--- config.mk ---
export PLATFORM = sky130hd
export DESIGN_NAME = ic2d_div
export DESIGN_NICKNAME = d
export VERILOG_FILES = /design/src/rtl/ic2d_div.sv
export SDC_FILE = /design/constraint.sdc
export NUM_CORES = 1
export LEC_CHECK = 0
export BUFFER_PORTS_ARGS = -buffer_cell sky130_fd_sc_hd__clkbuf_2
export CORE_UTILIZATION = 45
export DETAILED_ROUTE_END_ITERATION = 8
export GPL_TIMING_DRIVEN = 1
export HOLD_SLACK_MARGIN = 0.1
export PLACE_DENSITY = 0.71
export SYNTH_ARGS = -nofsm -noshare
export SYNTH_HDL_FRONTEND = slang
export SYNTH_SLANG_ARGS = --single-unit
export TNS_END_PERCENT = 1
--- constraint.sdc ---
create_clock -name clock -period 4.6 [get_ports clock]
set_clock_uncertainty 0.15 [all_clocks]
set_input_delay 0.46 -clock clock [delete_from_list [all_inputs] [get_ports clock]]
set_output_delay 0.46 -clock clock [all_outputs]
set_load 0.05 [all_outputs]
--- src/rtl/ic2d_div.sv ---
`timescale 1ns / 1ps
// ----------------------------------------------------------------------------
// ic2d_div: bit-serial divider by a small stride
// Restoring division of an unsigned word by a 3-bit divisor, one quotient
// bit per cycle.
// ----------------------------------------------------------------------------
module ic2d_div #(
   parameter int DW = 10
) (
   input  logic          clock,
   input  logic          reset,
   input  logic          start,
   input  logic [DW-1:0] dividend,
   input  logic [2:0]    divisor,
   output logic          busy,
   output logic [DW-1:0] quotient,
   output logic [2:0]    remainder
);

   localparam int CNT_W = $clog2(DW + 1);

   logic [DW-1:0]    work_ff, work_in;
   logic [2:0]       rem_ff, rem_in;
   logic [CNT_W-1:0] cnt_ff, cnt_in;
   logic             busy_ff, busy_in;
   logic [3:0]       trial;
   logic             fits;

   // One restoring step: bring down the next dividend bit and try the divisor.
   always_comb begin
      trial   = {rem_ff, work_ff[DW-1]};
      fits    = trial >= {1'b0, divisor};
      work_in = work_ff;
      rem_in  = rem_ff;
      cnt_in  = cnt_ff;
      busy_in = busy_ff;
      if (start) begin
         work_in = dividend;
         rem_in  = 3'd0;
         cnt_in  = '0;
         busy_in = 1'b1;
      end else if (busy_ff) begin
         work_in = {work_ff[DW-2:0], fits};
         rem_in  = fits ? 3'(trial - {1'b0, divisor}) : trial[2:0];
         cnt_in  = cnt_ff + 1'b1;
         busy_in = cnt_ff != CNT_W'(DW - 1);
      end
   end

   always_ff @(posedge clock) begin
      if (reset) begin
         busy_ff <= 1'b0;
         cnt_ff  <= '0;
      end else begin
         busy_ff <= busy_in;
         cnt_ff  <= cnt_in;
      end
      work_ff <= work_in;
      rem_ff  <= rem_in;
   end

   assign busy      = busy_ff;
   assign quotient  = work_ff;
   assign remainder = rem_ff;

endmodule

After elaboration in Yosys (flattened, before gate mapping):

Cells that the tools add are included.
Widths: inputs -> output; s select.

* register bits after elaboration: 18
* bits in latches: 0
* bits in writable memories: 0
* bits in read-only memories: 0
* input bits: 16
* output and inout bits: 14
* word-level logic and storage cells: 15
* memories: 0

* add/subtract/negate cells: 2
* multipliers: 0
* divide/modulo/power cells: 0
* $lt $le $gt $ge: 1
* equality and inequality tests: 1
* shift operators: 0
* muxes and demuxes: 5
* bitwise gates (word level): 0
* reduce and logical (&&, ||, !) cells: 2

Operators by type and width (count)
* $mux 10: 2
* $add 4x1->4 const B: 1
* $ge 4x3->1: 1
* $ne 4x4->1 const B: 1
* $mux 3: 1
* $sub 3x3->3: 1
* $mux 1: 2
* $reduce_bool 2->1: 1
* $reduce_or 2->1: 1

Longest topological paths before layout:

* depth after elaboration: 3
* gate-level depth with buffers: 6
* gate-level depth less buffers: 6

Least setup slack after synthesis:

No wires, ideal clock.

* kind: register to register
* start: reg work_ff[9] (netlist: quotient[9])
* end: reg rem_ff[2] (netlist: remainder[2])
* library setup time: 0.117 ns
* data arrival time: 1.889 ns
* required time: 4.333 ns
* path slack: 2.443 ns
* stages on the path, launching flop included: 6
* path buffers: 0
* clock period less this slack: 2.157 ns
* path through: edfxtp_1 inv_1 ha_1 and3_1 or4_1 a32o_1

* cells in the longest elaborated chain, start to end: 2
* elaborated cells on any way between the ends: 3
* classes of those cells: add/sub (1); order compare (1); mux (1)

Ends and longest elaborated chain
* start, declared: RTL line 22 `logic [DW-1:0] work_ff, work_in;`
* start signal, assigned: RTL line 58 `work_ff <= work_in;`
* $ge 4x3->1 / $sub 3x3->3 (equally long branches): RTL line 32, 44
* $mux 3 (*): RTL line 44 `rem_in = fits ? 3'(trial - {1'b0, divisor}) : trial[2:0];`
* end signal, assigned: RTL line 59 `rem_ff <= rem_in;`
* end, declared: RTL line 23 `logic [2:0] rem_ff, rem_in;`

Every way passes the cells marked *; elsewhere a longest branch is shown, timed or not.
A chain may end at the register's enable or synchronous reset.

Worst setup path after layout:

Ends and elaborated chain as after synthesis.

==> metrics.txt <==
# TYPE chip_impl_metric gauge
chip_impl_metric{name="total_power",unit="µW"} 391.9
chip_impl_metric{name="dpl.hpwl",unit="µm"} 1194
chip_impl_metric{name="synth_area",unit="µm²"} 908.4
chip_impl_metric{name="place.gp.congestion",unit=""} 0.7502
chip_impl_metric{name="synth_cells",unit=""} 77
chip_impl_metric{name="report.final.setup_viol",unit=""} 0
chip_impl_metric{name="postCtsSetupRepairBufs",unit=""} 0
chip_impl_metric{name="shortest_period_the_worst_path_allows",unit="ns"} 1.921
chip_impl_metric{name="synth_edf_count",unit=""} 10
chip_impl_metric{name="antenna_found_initial",unit=""} 0
chip_impl_metric{name="routed_wl",unit="µm"} 1557
chip_impl_metric{name="drcViolationCount",unit=""} 0
chip_impl_metric{name="tightest_slew",unit="ns"} 0.4467
chip_impl_metric{name="h-tree-depth",unit=""} 1
chip_impl_metric{name="power_frac_clock",unit=""} 0.198
chip_impl_metric{name="finalSetupTns",unit="ns"} 0
chip_impl_metric{name="maxSlewHeadroom",unit=""} 0.7018
chip_impl_metric{name="dieArea",unit="mm²"} 0.002202
chip_impl_metric{name="cts_buffer_depth",unit=""} 2
chip_impl_metric{name="postSynthRegisterBits",unit=""} 18
chip_impl_metric{name="postCtsHoldBufs",unit=""} 0
chip_impl_metric{name="p_int",unit="µW"} 258.7
chip_impl_metric{name="clk_transition_reported_paths",unit="ns"} 0.10
chip_impl_metric{name="power_leakage",unit="nW"} 0.4819
chip_impl_metric{name="power_dissipated_by_switching_net_loads",unit="µW"} 133.2
chip_impl_metric{name="ant_nets",unit=""} 0
chip_impl_metric{name="synthDistinctLibCells",unit=""} 31
chip_impl_metric{name="post_synth.cell_area_avg",unit="µm²"} 11.80
chip_impl_metric{name="cap_viol_max_count",unit=""} 0
chip_impl_metric{name="post-route-worst-setup-slack",unit="ns"} 2.679
chip_impl_metric{name="power.share.sequential",unit=""} 0.506
chip_impl_metric{name="drt_iter0_drc",unit=""} 15
chip_impl_metric{name="cts_made_buffers",unit=""} 3
chip_impl_metric{name="die_w",unit="µm"} 46.93
chip_impl_metric{name="switching_share",unit=""} 0.3399
chip_impl_metric{name="post_cts_resized",unit=""} 0
chip_impl_info{name="end_kind",value="flip-flop"} 1
chip_impl_info{name="tritoncts_clock_tree",value="yes"} 1
chip_impl_metric{name="drv_slew",unit=""} 0
chip_impl_metric{name="initial_core_utilization",unit=""} 0.5042
chip_impl_metric{name="maximum_number_of_pins_on_one_net_before_global_route_repair",unit=""} 22
chip_impl_metric{name="top_level_ports",unit=""} 30
chip_impl_metric{name="numPlacedInstances",unit=""} 128
chip_impl_metric{name="avgViaCountPerCell",unit=""} 5.205
chip_impl_metric{name="finalNonFillerCells",unit=""} 132
chip_impl_metric{name="wl_per_cell",unit="µm"} 11.80
chip_impl_metric{name="clock.fmax",unit="MHz"} 520.5
chip_impl_info{name="worst_hold_path_type",value="input pin to flip-flop"} 1
chip_impl_metric{name="clock_sinks",unit=""} 18
chip_impl_metric{name="first_pass_grt_wire_length",unit="µm"} 2670
chip_impl_metric{name="mappedNetlistNets",unit=""} 99
chip_impl_metric{name="syn2layout_area_growth",unit="%"} 21.07
chip_impl_metric{name="core_area",unit="mm²"} 0.001802
chip_impl_metric{name="drt_first_pass_iters",unit=""} 4
chip_impl_metric{name="diodes",unit=""} 0
chip_impl_metric{name="cp_data_required_time",unit="ns"} 4.63
chip_impl_metric{name="irDropWorstVdd",unit="mV"} 0.2209
chip_impl_metric{name="grt.total_usage",unit=""} 0.1734
chip_impl_metric{name="timing.critical_path.fanout_max",unit=""} 3
chip_impl_info{name="cp_launch_type",value="flip-flop"} 1
chip_impl_metric{name="worst-endpoint-arrival",unit="ns"} 1.95
chip_impl_info{name="result_of_the_run",value="complete, no violations"} 1
chip_impl_metric{name="timing.final.crit_share",unit=""} 0.4176
chip_impl_metric{name="final_nets",unit=""} 130
chip_impl_metric{name="grt_remaining_overflow",unit=""} 0
chip_impl_metric{name="finalCoreUtilization",unit=""} 0.6104
chip_impl_metric{name="layout-drive-gt1-share",unit=""} 0.4112
chip_impl_metric{name="yosysWarningCount",unit=""} 0
chip_impl_info{name="grt_setup_unrepaired",value="no"} 1
chip_impl_metric{name="floorplan.die.height",unit="µm"} 46.93
chip_impl_metric{name="synth_seq_area_share",unit=""} 0.5069
chip_impl_metric{name="clock_latency",unit="ns"} 0.28
chip_impl_metric{name="ys_async_sr_fraction",unit=""} 0
chip_impl_metric{name="finalHoldViolations",unit=""} 0
chip_impl_metric{name="dp_slack",unit="ns"} 2.493
chip_impl_metric{name="placement.io_buffers",unit=""} 29
chip_impl_metric{name="via_count_of_the_first_global_routing_pass",unit=""} 657
chip_impl_info{name="cts_root_buffer",value="sky130_fd_sc_hd__clkbuf_4"} 1
chip_impl_metric{name="floorplan.rows",unit=""} 15
chip_impl_info{name="ys.flop_type",value="sky130_fd_sc_hd__edfxtp_1"} 1
chip_impl_metric{name="route.vias.total",unit=""} 687
chip_impl_metric{name="combPwrFrac",unit=""} 0.295
chip_impl_info{name="criticalPathCategory",value="flip-flop to flip-flop"} 1
chip_impl_metric{name="powerDensity",unit="mW/mm²"} 356.3
-- layer usage --
layer	vias up	track usage	part of all wire
met5	-	0	0
met1	317	0.2263	0.47
met2	24	0.2750	0.46
met4	0	0.08000	0.014
li1	342	-	-
met3	4	0.03846	0.054
-- area by class of cell --
| class | count | area [µm²] |
|---|---|---|
| Clock buffer | 4 | 26.28 |
| Fill cell | 166 | 701.9 |
| Inverter | 7 | 26.28 |
| Multi-Input combinational cell | 49 | 410.4 |
| Sequential cell | 18 | 460.4 |
| Tap cell | 25 | 31.28 |
| Timing Repair Buffer | 29 | 145.1 |
-- layout by cell type (no fill, tap or decap), types with 2 or more instances in the layout --
cell type	count
sky130_fd_sc_hd__dfxtp_1	8
sky130_fd_sc_hd__nor3b_1	2
sky130_fd_sc_hd__inv_1	7
sky130_fd_sc_hd__ha_1	5
sky130_fd_sc_hd__clkbuf_2	29
sky130_fd_sc_hd__nand2_1	2
sky130_fd_sc_hd__xor2_1	2
sky130_fd_sc_hd__mux2_2	10
sky130_fd_sc_hd__nor3_1	3
sky130_fd_sc_hd__edfxtp_1	10
sky130_fd_sc_hd__nor2_1	5
sky130_fd_sc_hd__clkbuf_4	3
-- worst paths after layout --
check         startpoint      endpoint  slack [ns]  cells after the start
max          quotient[9]  remainder[2]        2.68                      5
min reg2reg    cnt_ff[1]     cnt_ff[1]        0.38                      2
max reg2reg  quotient[9]  remainder[2]        2.68                      5
min                reset          busy        0.25                      2
-- synth_stat cells (2+ instances only) --
cell type | count | share of area
sky130_fd_sc_hd__xor2_1 | 2 | 0.019
sky130_fd_sc_hd__dfxtp_1 | 8 | 0.18
sky130_fd_sc_hd__nor3_1 | 3 | 0.017
sky130_fd_sc_hd__nand2_1 | 2 | 0.0083
sky130_fd_sc_hd__nor3b_1 | 2 | 0.017
sky130_fd_sc_hd__ha_1 | 5 | 0.069
sky130_fd_sc_hd__inv_1 | 7 | 0.029
sky130_fd_sc_hd__clkbuf_1 | 3 | 0.012
sky130_fd_sc_hd__nor2_1 | 5 | 0.021
sky130_fd_sc_hd__mux2_2 | 10 | 0.12
sky130_fd_sc_hd__edfxtp_1 | 10 | 0.33
-- through the flow --
| step | instance area (µm²) | hold slack, ns |
|---|---|---|
| finish | 1100 | 0.2477 |
| global route | 1100 | 0.2536 |
| CTS | 1100 | 0.2474 |
| detailed placement | 1074 | 0.3661 |
| global placement | 1074 | 0.3663 |
| floorplan | 908.4 | 0.3430 |
-- critical path, stage by stage (launching register included) --
cell and delay (ns):
sky130_fd_sc_hd__edfxtp_1 0.42, sky130_fd_sc_hd__inv_1 0.08, sky130_fd_sc_hd__ha_1 0.25, sky130_fd_sc_hd__and3_1 0.19, sky130_fd_sc_hd__or4_1 0.46, sky130_fd_sc_hd__a32o_1 0.27
-- registers in the layout, indices dropped and copies added, names as in the netlist --
register   count
cnt_ff         4
busy           1
remainder      3
quotient      10
-- cell families (layout without fill, tap and decap cells) --
kind of cell,Yosys count,after routing,share of synthesized area
compound gates,10,10,0.08403
simple gates,20,20,0.1240
buf+inv,10,40,0.04133
fa+ha+maj,6,6,0.09091
mux,10,10,0.1240
flops,18,18,0.5069
xor+xnor,3,3,0.02893
-- power by group through the flow --
stage	Clock (mW)	Combinational, mW	Sequential, mW
detailed placement	0	0.116	0.202
global route	0.0873	0.125	0.201
floorplan	0	0.0424	0.247
global placement	0	0.114	0.202
CTS	0.0798	0.116	0.199
finish	0.0777	0.116	0.198
Power figures use the tool's default switching activity.
