$ cat src/rtl/ic2d_pkg.sv
`timescale 1ns / 1ps
// ----------------------------------------------------------------------------
// ic2d_pkg: shared types and constants of the 2D convolution core
// Request and response layouts, register indexes, the controller states and
// the control bundle that drives the row cells.
// ----------------------------------------------------------------------------
package ic2d_pkg;

   // Default sizes of the core.
   localparam int MAX_KERNEL_DEF = 5;
   localparam int MAX_COLS_DEF   = 1024;
   localparam int MAX_ROWS_DEF   = 1024;
   localparam int CHANNELS_DEF   = 3;
   localparam int COEF_FRAC_DEF  = 8;

   // Fixed widths.
   localparam int ACC_W  = 32;
   localparam int COEF_W = 16;
   localparam int SEL_W  = 3;
   localparam int CFG_W  = 11;
   localparam int CMP_W  = 16;
   localparam int STEP_W = 3;

   // Request kinds.
   localparam logic REQ_COEF  = 1'b0;
   localparam logic REQ_PIXEL = 1'b1;

   // Register reset values.
   localparam logic [CFG_W-1:0] FRAME_COLS_RST  = 11'd1024;
   localparam logic [CFG_W-1:0] FRAME_ROWS_RST  = 11'd1024;
   localparam logic [CFG_W-1:0] OUT_ROWS_RST    = 11'd1;
   localparam logic [CFG_W-1:0] OUT_COLS_RST    = 11'd1;
   localparam logic [2:0]       KERNEL_SIZE_RST = 3'd3;
   localparam logic [2:0]       STRIDE_RST      = 3'd1;

   // Clamp limit of a result sample.
   localparam int PIX_MAX = 255;

   typedef enum logic [2:0] {
      CSR_FRAME_COLS  = 3'd0,
      CSR_FRAME_ROWS  = 3'd1,
      CSR_OUT_ROWS    = 3'd2,
      CSR_OUT_COLS    = 3'd3,
      CSR_KERNEL_SIZE = 3'd4,
      CSR_STRIDE      = 3'd5
   } ic2d_csr_type;

   typedef enum logic [2:0] {
      ST_IDLE,
      ST_DIV,
      ST_READ,
      ST_SHIFT,
      ST_MAC,
      ST_SUM,
      ST_DONE
   } ic2d_state_type;

   typedef struct packed {
      logic               req_type;
      logic [2:0]         coef_row;
      logic [2:0]         coef_col;
      logic signed [15:0] coef_value;
      logic [7:0]         pixel_ch0;
      logic [7:0]         pixel_ch1;
      logic [7:0]         pixel_ch2;
   } ic2d_req_type;

   typedef struct packed {
      logic [7:0] out_ch0;
      logic [7:0] out_ch1;
      logic [7:0] out_ch2;
      logic [9:0] out_row;
      logic [9:0] out_col;
      logic       frame_end;
   } ic2d_rsp_type;

   typedef struct packed {
      logic shift;
      logic mac_clear;
      logic mac_en;
      logic sum_shift;
   } ic2d_cell_ctl_type;

endpackage

$ cat src/rtl/ic2d_cell.sv
`timescale 1ns / 1ps
// ----------------------------------------------------------------------------
// ic2d_cell: one window row of the convolution
// Holds one row of the pixel window, multiplies its taps by the kernel row
// one column per cycle, and hands its partial sums down the chain.
// ----------------------------------------------------------------------------
module ic2d_cell import ic2d_pkg::*; #(
   parameter int MAX_KERNEL = MAX_KERNEL_DEF,
   parameter int CHANNELS   = CHANNELS_DEF
) (
   input  logic                             clock,
   input  logic                             reset,
   input  ic2d_cell_ctl_type                ctl,
   input  logic [8*CHANNELS-1:0]            shift_pix,
   input  logic [SEL_W-1:0]                 col_sel,
   input  logic signed [COEF_W-1:0]         coef,
   input  logic                             row_used,
   input  logic [CHANNELS-1:0][ACC_W-1:0]   acc_in,
   output logic [CHANNELS-1:0][ACC_W-1:0]   acc_out
);

   localparam int PIX_W = 8 * CHANNELS;
   localparam int KW    = (MAX_KERNEL > 1) ? $clog2(MAX_KERNEL) : 1;

   logic [PIX_W-1:0]        win_ff [MAX_KERNEL];
   logic [PIX_W-1:0]        tap;
   logic signed [ACC_W-1:0] acc_ff [CHANNELS];

   // Window row: shifts left, the new pixel enters on the right.
   always_ff @(posedge clock) begin
      if (reset) begin
         for (int j = 0; j < MAX_KERNEL; j++) begin
            win_ff[j] <= '0;
         end
      end else if (ctl.shift) begin
         for (int j = 0; j < MAX_KERNEL - 1; j++) begin
            win_ff[j] <= win_ff[j + 1];
         end
         win_ff[MAX_KERNEL-1] <= shift_pix;
      end
   end

   assign tap = win_ff[col_sel[KW-1:0]];

   // Per-channel multiply-accumulate and hand-off of the partial sums.
   for (genvar n = 0; n < CHANNELS; n++) begin : g_lane
      logic signed [8+COEF_W:0] prod;
      logic signed [ACC_W-1:0]  acc_in_lane;

      assign prod        = $signed({1'b0, tap[8*n +: 8]}) * coef;
      assign acc_in_lane = $signed(acc_in[n]);
      assign acc_out[n]  = acc_ff[n];

      always_ff @(posedge clock) begin
         if (ctl.mac_clear) begin
            acc_ff[n] <= '0;
         end else if (ctl.mac_en && row_used) begin
            acc_ff[n] <= acc_ff[n] + ACC_W'(prod);
         end else if (ctl.sum_shift) begin
            acc_ff[n] <= acc_in_lane;
         end
      end
   end

endmodule

$ cat config.mk
export PLATFORM = sky130hd
export DESIGN_NAME = ic2d_cell
export DESIGN_NICKNAME = d
export VERILOG_FILES = /design/src/rtl/ic2d_pkg.sv /design/src/rtl/ic2d_cell.sv
export SDC_FILE = /design/constraint.sdc
export NUM_CORES = 1
export LEC_CHECK = 0
export BUFFER_PORTS_ARGS = -buffer_cell sky130_fd_sc_hd__buf_2
export CAP_MARGIN = 5
export CORE_ASPECT_RATIO = 0.5
export CORE_MARGIN = 3
export CORE_UTILIZATION = 55
export CTS_BUF_LIST = sky130_fd_sc_hd__clkbuf_4 sky130_fd_sc_hd__clkbuf_8
export DETAILED_ROUTE_END_ITERATION = 7
export GPL_ROUTABILITY_DRIVEN = 0
export GPL_TIMING_DRIVEN = 0
export PLACE_DENSITY = 0.78
export SKIP_LAST_GASP = 1
export SLEW_MARGIN = 20
export SYNTH_ARGS = -nofsm -noshare
export SYNTH_HDL_FRONTEND = slang
export SYNTH_SLANG_ARGS = --single-unit
export TNS_END_PERCENT = 100
$ cat constraint.sdc
create_clock -name clock -period 10.1 [get_ports clock]
set_input_delay 1.515 -clock clock [delete_from_list [all_inputs] [get_ports clock]]
set_output_delay 1.515 -clock clock [all_outputs]
set_load 0.02 [all_outputs]
* Yosys cells after proc, flatten, opt, wreduce, memory -nomap -nowiden *
Memories as Yosys holds them, arrays and structs flattened.
Cells that the tools add are included.

word-level totals
  bits in writable memories = 216
  output and inout bits = 96
  memories kept = 2
  bits in registers = 0
  word-level logic and storage cells = 45

cells by class
  $add $sub $neg = 3
  bitwise logic cells = 11
  multipliers = 3
  reduce and logical (&&, ||, !) cells = 1
  muxes and demuxes = 25

memories
  name    words  bits a word  read ports  clocked after Yosys merged registers in  write ports  RTL line         text
  win_ff  5      24           5           0                                        5            ic2d_cell.sv:25  logic [PIX_W-1:0] win_ff [MAX_KERNEL];
  acc_ff  3      32           3           0                                        3            ic2d_cell.sv:27  logic signed [ACC_W-1:0] acc_ff [CHANNELS];

operators with widths
  cell               count
  $mux 32            6
  $mux 24            5
  $add 32x25->32     3
  $mul 9x16->25      3
  $mux 1             14
  $or 1x1->1         11
  $logic_and 1x1->1  1

* Longest topological paths before layout *
  word-level depth = 6
  gate-level depth with buffers = 27

* Least setup slack after synthesis *
Ideal clock, no wire load.

  path kind = in2reg
  start = in col_sel[0]
  end = mem acc_ff[1][31], data pin
  library setup time = 0.257 ns
  arrival time = 7.904 ns
  slack = 1.939 ns
  stages on the path = 24
  data required time = 9.843 ns
  path through = clkbuf_1 buf_2 mux4_2 mux2_2 clkbuf_1 and2_1 fa_1 fa_1 fa_1 fa_1 inv_1 fa_1 inv_1 ha_1 buf_4 a21oi_4 o21ai_2 a221oi_2 o31ai_1 a31oi_2 a21oi_2 a221o_1 or3_1 a32o_1

RTL lines
  item         RTL line         text
  from (decl)  ic2d_cell.sv:15  input logic [SEL_W-1:0] col_sel,
  to (decl)    ic2d_cell.sv:27

==> summary.md <==
| Metric | Value |
|---|---|
| Outcome | `complete, no violations` |
| Slew @ Worst Pin | `1180 ps` |
| Worst rel slew slack | `21.3%` |
| Max frequency | `113 MHz` |
| P_int | `4760 uW` |
| Syn Inst Count | `2730` |
| Initial DRT Pass Iterations | `6` |
| Synthesized area | `27100 um2` |
| Critical Path RT | `10460 ps` |
| Largest cells by area after synthesis | `fa_1, edfxtp_1, ha_1` |
| Leak Pwr | `0.0150 uW` |
| Cts bufs inserted | `34` |
| Initial Utilization | `56.7%` |
| # port buffers | `238` |
| GRT Overall Usage | `27.7%` |
| Placed cell areas | `29200 um2` |
| Top cell type's share of synthesized area | `29.3%` |
| Critical Path AT | `9230 ps` |
| Antenna-violating nets left | `0` |
| FF-to-FF setup slack | `2510 ps` |
| Hold_buf cts | `0` |
| Most common cell in the netlist | `inv_1` |
| Worst-path clk slew | `70 ps` |
| Psw | `5180 uW` |
| Setup Buffers After CTS | `0` |
| Clock tree root buffer cell | `clkbuf_8` |
| Worst Skew | `57.2 ps` |
| Launch point of the worst reg-to-reg path | `win_ff[3][20]` |
| Latest clock arrival within the worst-skew pair | `640 ps` |
| DR DRC count | `0` |
| Most instantiated cells after synthesis | `inv_1, fa_1, nand2_1, edfxtp_1, and2_1` |
| Die Ht | `163 um` |
| Switching Share | `52.1%` |
| Final max-slew violation count | `0` |
| Core region area | `47700 um2` |
| RSZ-0062 raised after global routing | `false` |
| Initial DRC count | `2102` |
| Final min period | `8880 ps` |
| Vias in the first global route | `21400` |
| Reg2reg end | `acc_ff[2][30]` |
| Primary FF master, synth | `edfxtp_1` |
| Yosys top cell by area | `fa_1` |
| Layout Nets | `3746` |
| Flops & latches, synth | `216` |
| CTS tree | `yes` |
| Die width | `320 um` |
| Area Overhead vs Synth | `10.2%` |
| Hold Slack | `542 ps` |
| Row Count | `56` |
| Fin crit share | `87.9%` |
| GRT overflow | `0` |
| Post-Route WL | `70.0 mm` |
| CP Capture Point | `acc_ff[0][25]` |
| Max incr delay on CP | `810 ps` |
| First-pass GRT wire length | `113 mm` |
| # IOs | `242` |
| Sequential share of the synthesized area | `24.0%` |
| Crit path cell chain | `clkbuf_1 > buf_2 > mux4_2 > mux2i_1 > clkbuf_1 > nor2b_1 > ha_1 > inv_1 > fa_1 > inv_1 > fa_1 > fa_1 > inv_1 > fa_1 > inv_1 > ha_1 > a2111oi_0 > a211o_1 > a211oi_1 > o31a_1 > a311oi_2 > o221ai_1 > xnor2_1 > o21ai_1` |
| Count of different cell masters after synthesis | `67` |
| Post_cts resized | `0` |
| Number of antenna violations at the first check in global routing | `7` |
| DP Wirelength | `56.2 mm` |
| Critical Setup Path Class | `in2reg` |
| Die area | `52100 um2` |
| Worst vdd ir | `0.000219 V` |
| Synth warn | `0` |
| WL/cell | `19.0 um` |
| Post-synthesis net count | `3467` |
| Clock sinks | `216` |
| CP Launch Type | `input pin` |
| Worst Setup SP | `col_sel[0]` |
| Clock share of power | `7.7%` |
| TNS Setup | `0 ps` |
| Share of cells above drive strength 1 | `11.9%` |
| Sequential share of power | `13.5%` |
| Pwr dens | `333 nW/um2` |
| Post-synth EDFFs | `216` |
| Vias per cell | `5.59` |
| Via count | `20500` |
| WP depth | `24` |
| CP max-delay cell | `mux2i_1` |
| Maxcap violations | `0` |
| Critical Path Sink Type | `flop` |
| Critical Path Fanout Max | `10` |
| Cell family with the largest share of critical-path delay | `adder cells` |
| H-tree lvl count | `2` |
| Largest net degree at the start of global routing | `46` |
| Synth Area per Inst | `9.91 um2` |
| # setup viols final | `0` |
| Hold Vio Cnt, Final | `0` |
| Worst Hold Class | `reg2reg` |
| Reg2reg path depth | `22` |
| Buf/Inv on CP | `7` |
| Combinational fraction of design power | `78.8%` |
| Bufs on Longest Clock Path | `3` |
| Post-route cell area | `29800 um2` |
| Share of synthesized flip-flops with an asynchronous set or reset | `0%` |
power by group through the flow:
stage	combinational [uW]	sequential, uW	clock [uW]
final	7830	1340	770
after global routing	8810	1370	825
after global placement	7420	1350	0
after floorplan	5780	1530	0
after detailed placement	7660	1360	0
after CTS	7740	1340	781
cell type report:
type,count,area [um2]
Antenna cell,7,17.5
Buffer,107,412
Clock buffer,43,542
Clock inverter,15,98.8
Fill cell,3926,17900
Inverter,585,2200
Multi-Input combinational cell,1822,18000
Sequential cell,216,6490
Tap cell,638,798
Timing Repair Buffer,243,1290
cell families (layout without fill, tap and decap cells):
logic type	count (synthesis)	count (layout)	synth area share [%]
AO/OA/AOI/OAI	363	363	8.66
other	0	7	0
multiplexers	50	50	3.03
flip-flops	216	216	24.0
XOR/XNOR	74	74	2.39
adder cells (fa/ha/maj)	591	591	38.3
buffers and inverters	692	993	9.62
AND/OR/NAND/NOR	744	744	14.0
state kept, by name, summed over array words and instances, names as in the netlist:
| register | count |
|---|---|
| acc_ff | 96 |
| win_ff | 120 |
through the flow:
stage / setup slack (ps) / util (%) / std cells / power (uW)
after floorplan: 1940 / - / 2730 / 7310
after global placement: 692 / 60.9 / 3606 / 8780
after detailed placement: 690 / 61.1 / 3610 / 9020
after CTS: 1310 / 62.5 / 3668 / 9860
after global routing: 826 / 62.5 / 3675 / 11000
final: 1220 / 62.5 / 3676 / 9940
layout by cell type, fill, tap and decap left out, drive strengths merged, types with 8 or more instances in the layout:
cell | netlist | routed
nor2 | 43 | 43
mux2 | 16 | 16
xnor2 | 36 | 36
nand2b | 25 | 25
nor2b | 123 | 123
a22o | 19 | 19
mux4 | 24 | 24
nand2 | 298 | 298
o21bai | 8 | 8
o31ai | 10 | 10
a21oi | 74 | 74
nand4 | 13 | 13
buf | 6 | 249
edfxtp | 216 | 216
fa | 396 | 396
and2 | 197 | 197
a31oi | 12 | 12
clkinv | 0 | 12
a211oi | 17 | 17
mux2i | 10 | 10
nand3 | 14 | 14
xor2 | 38 | 38
clkbuf | 101 | 144
ha | 195 | 195
a21o | 47 | 47
inv | 585 | 587
o21ai | 121 | 121
worst min path at each step:
stage	startpoint	end	slack, ps	cells after the start
final	win_ff[1][23]	win_ff[0][23]	540	1
after global routing	win_ff[1][6]	win_ff[0][6]	560	1
after CTS	win_ff[1][23]	win_ff[0][23]	540	1
after detailed placement	win_ff[2][0]	win_ff[1][0]	530	1
after global placement	win_ff[2][17]	win_ff[1][17]	520	1
after floorplan	win_ff[4][0]	win_ff[3][0]	520	1
metal layers:
| metal | track usage [%] | up-vias | share of wire [%] |
|---|---|---|---|
| met3 | 6.12 | 205 | 10 |
| met5 | 0 | - | 0 |
| met2 | 42.9 | 946 | 45 |
| li1 | - | 9206 | - |
| met1 | 38.2 | 10200 | 40 |
| met4 | 11.2 | 0 | 4.2 |
Note: power is estimated with default switching activity, not from simulation.
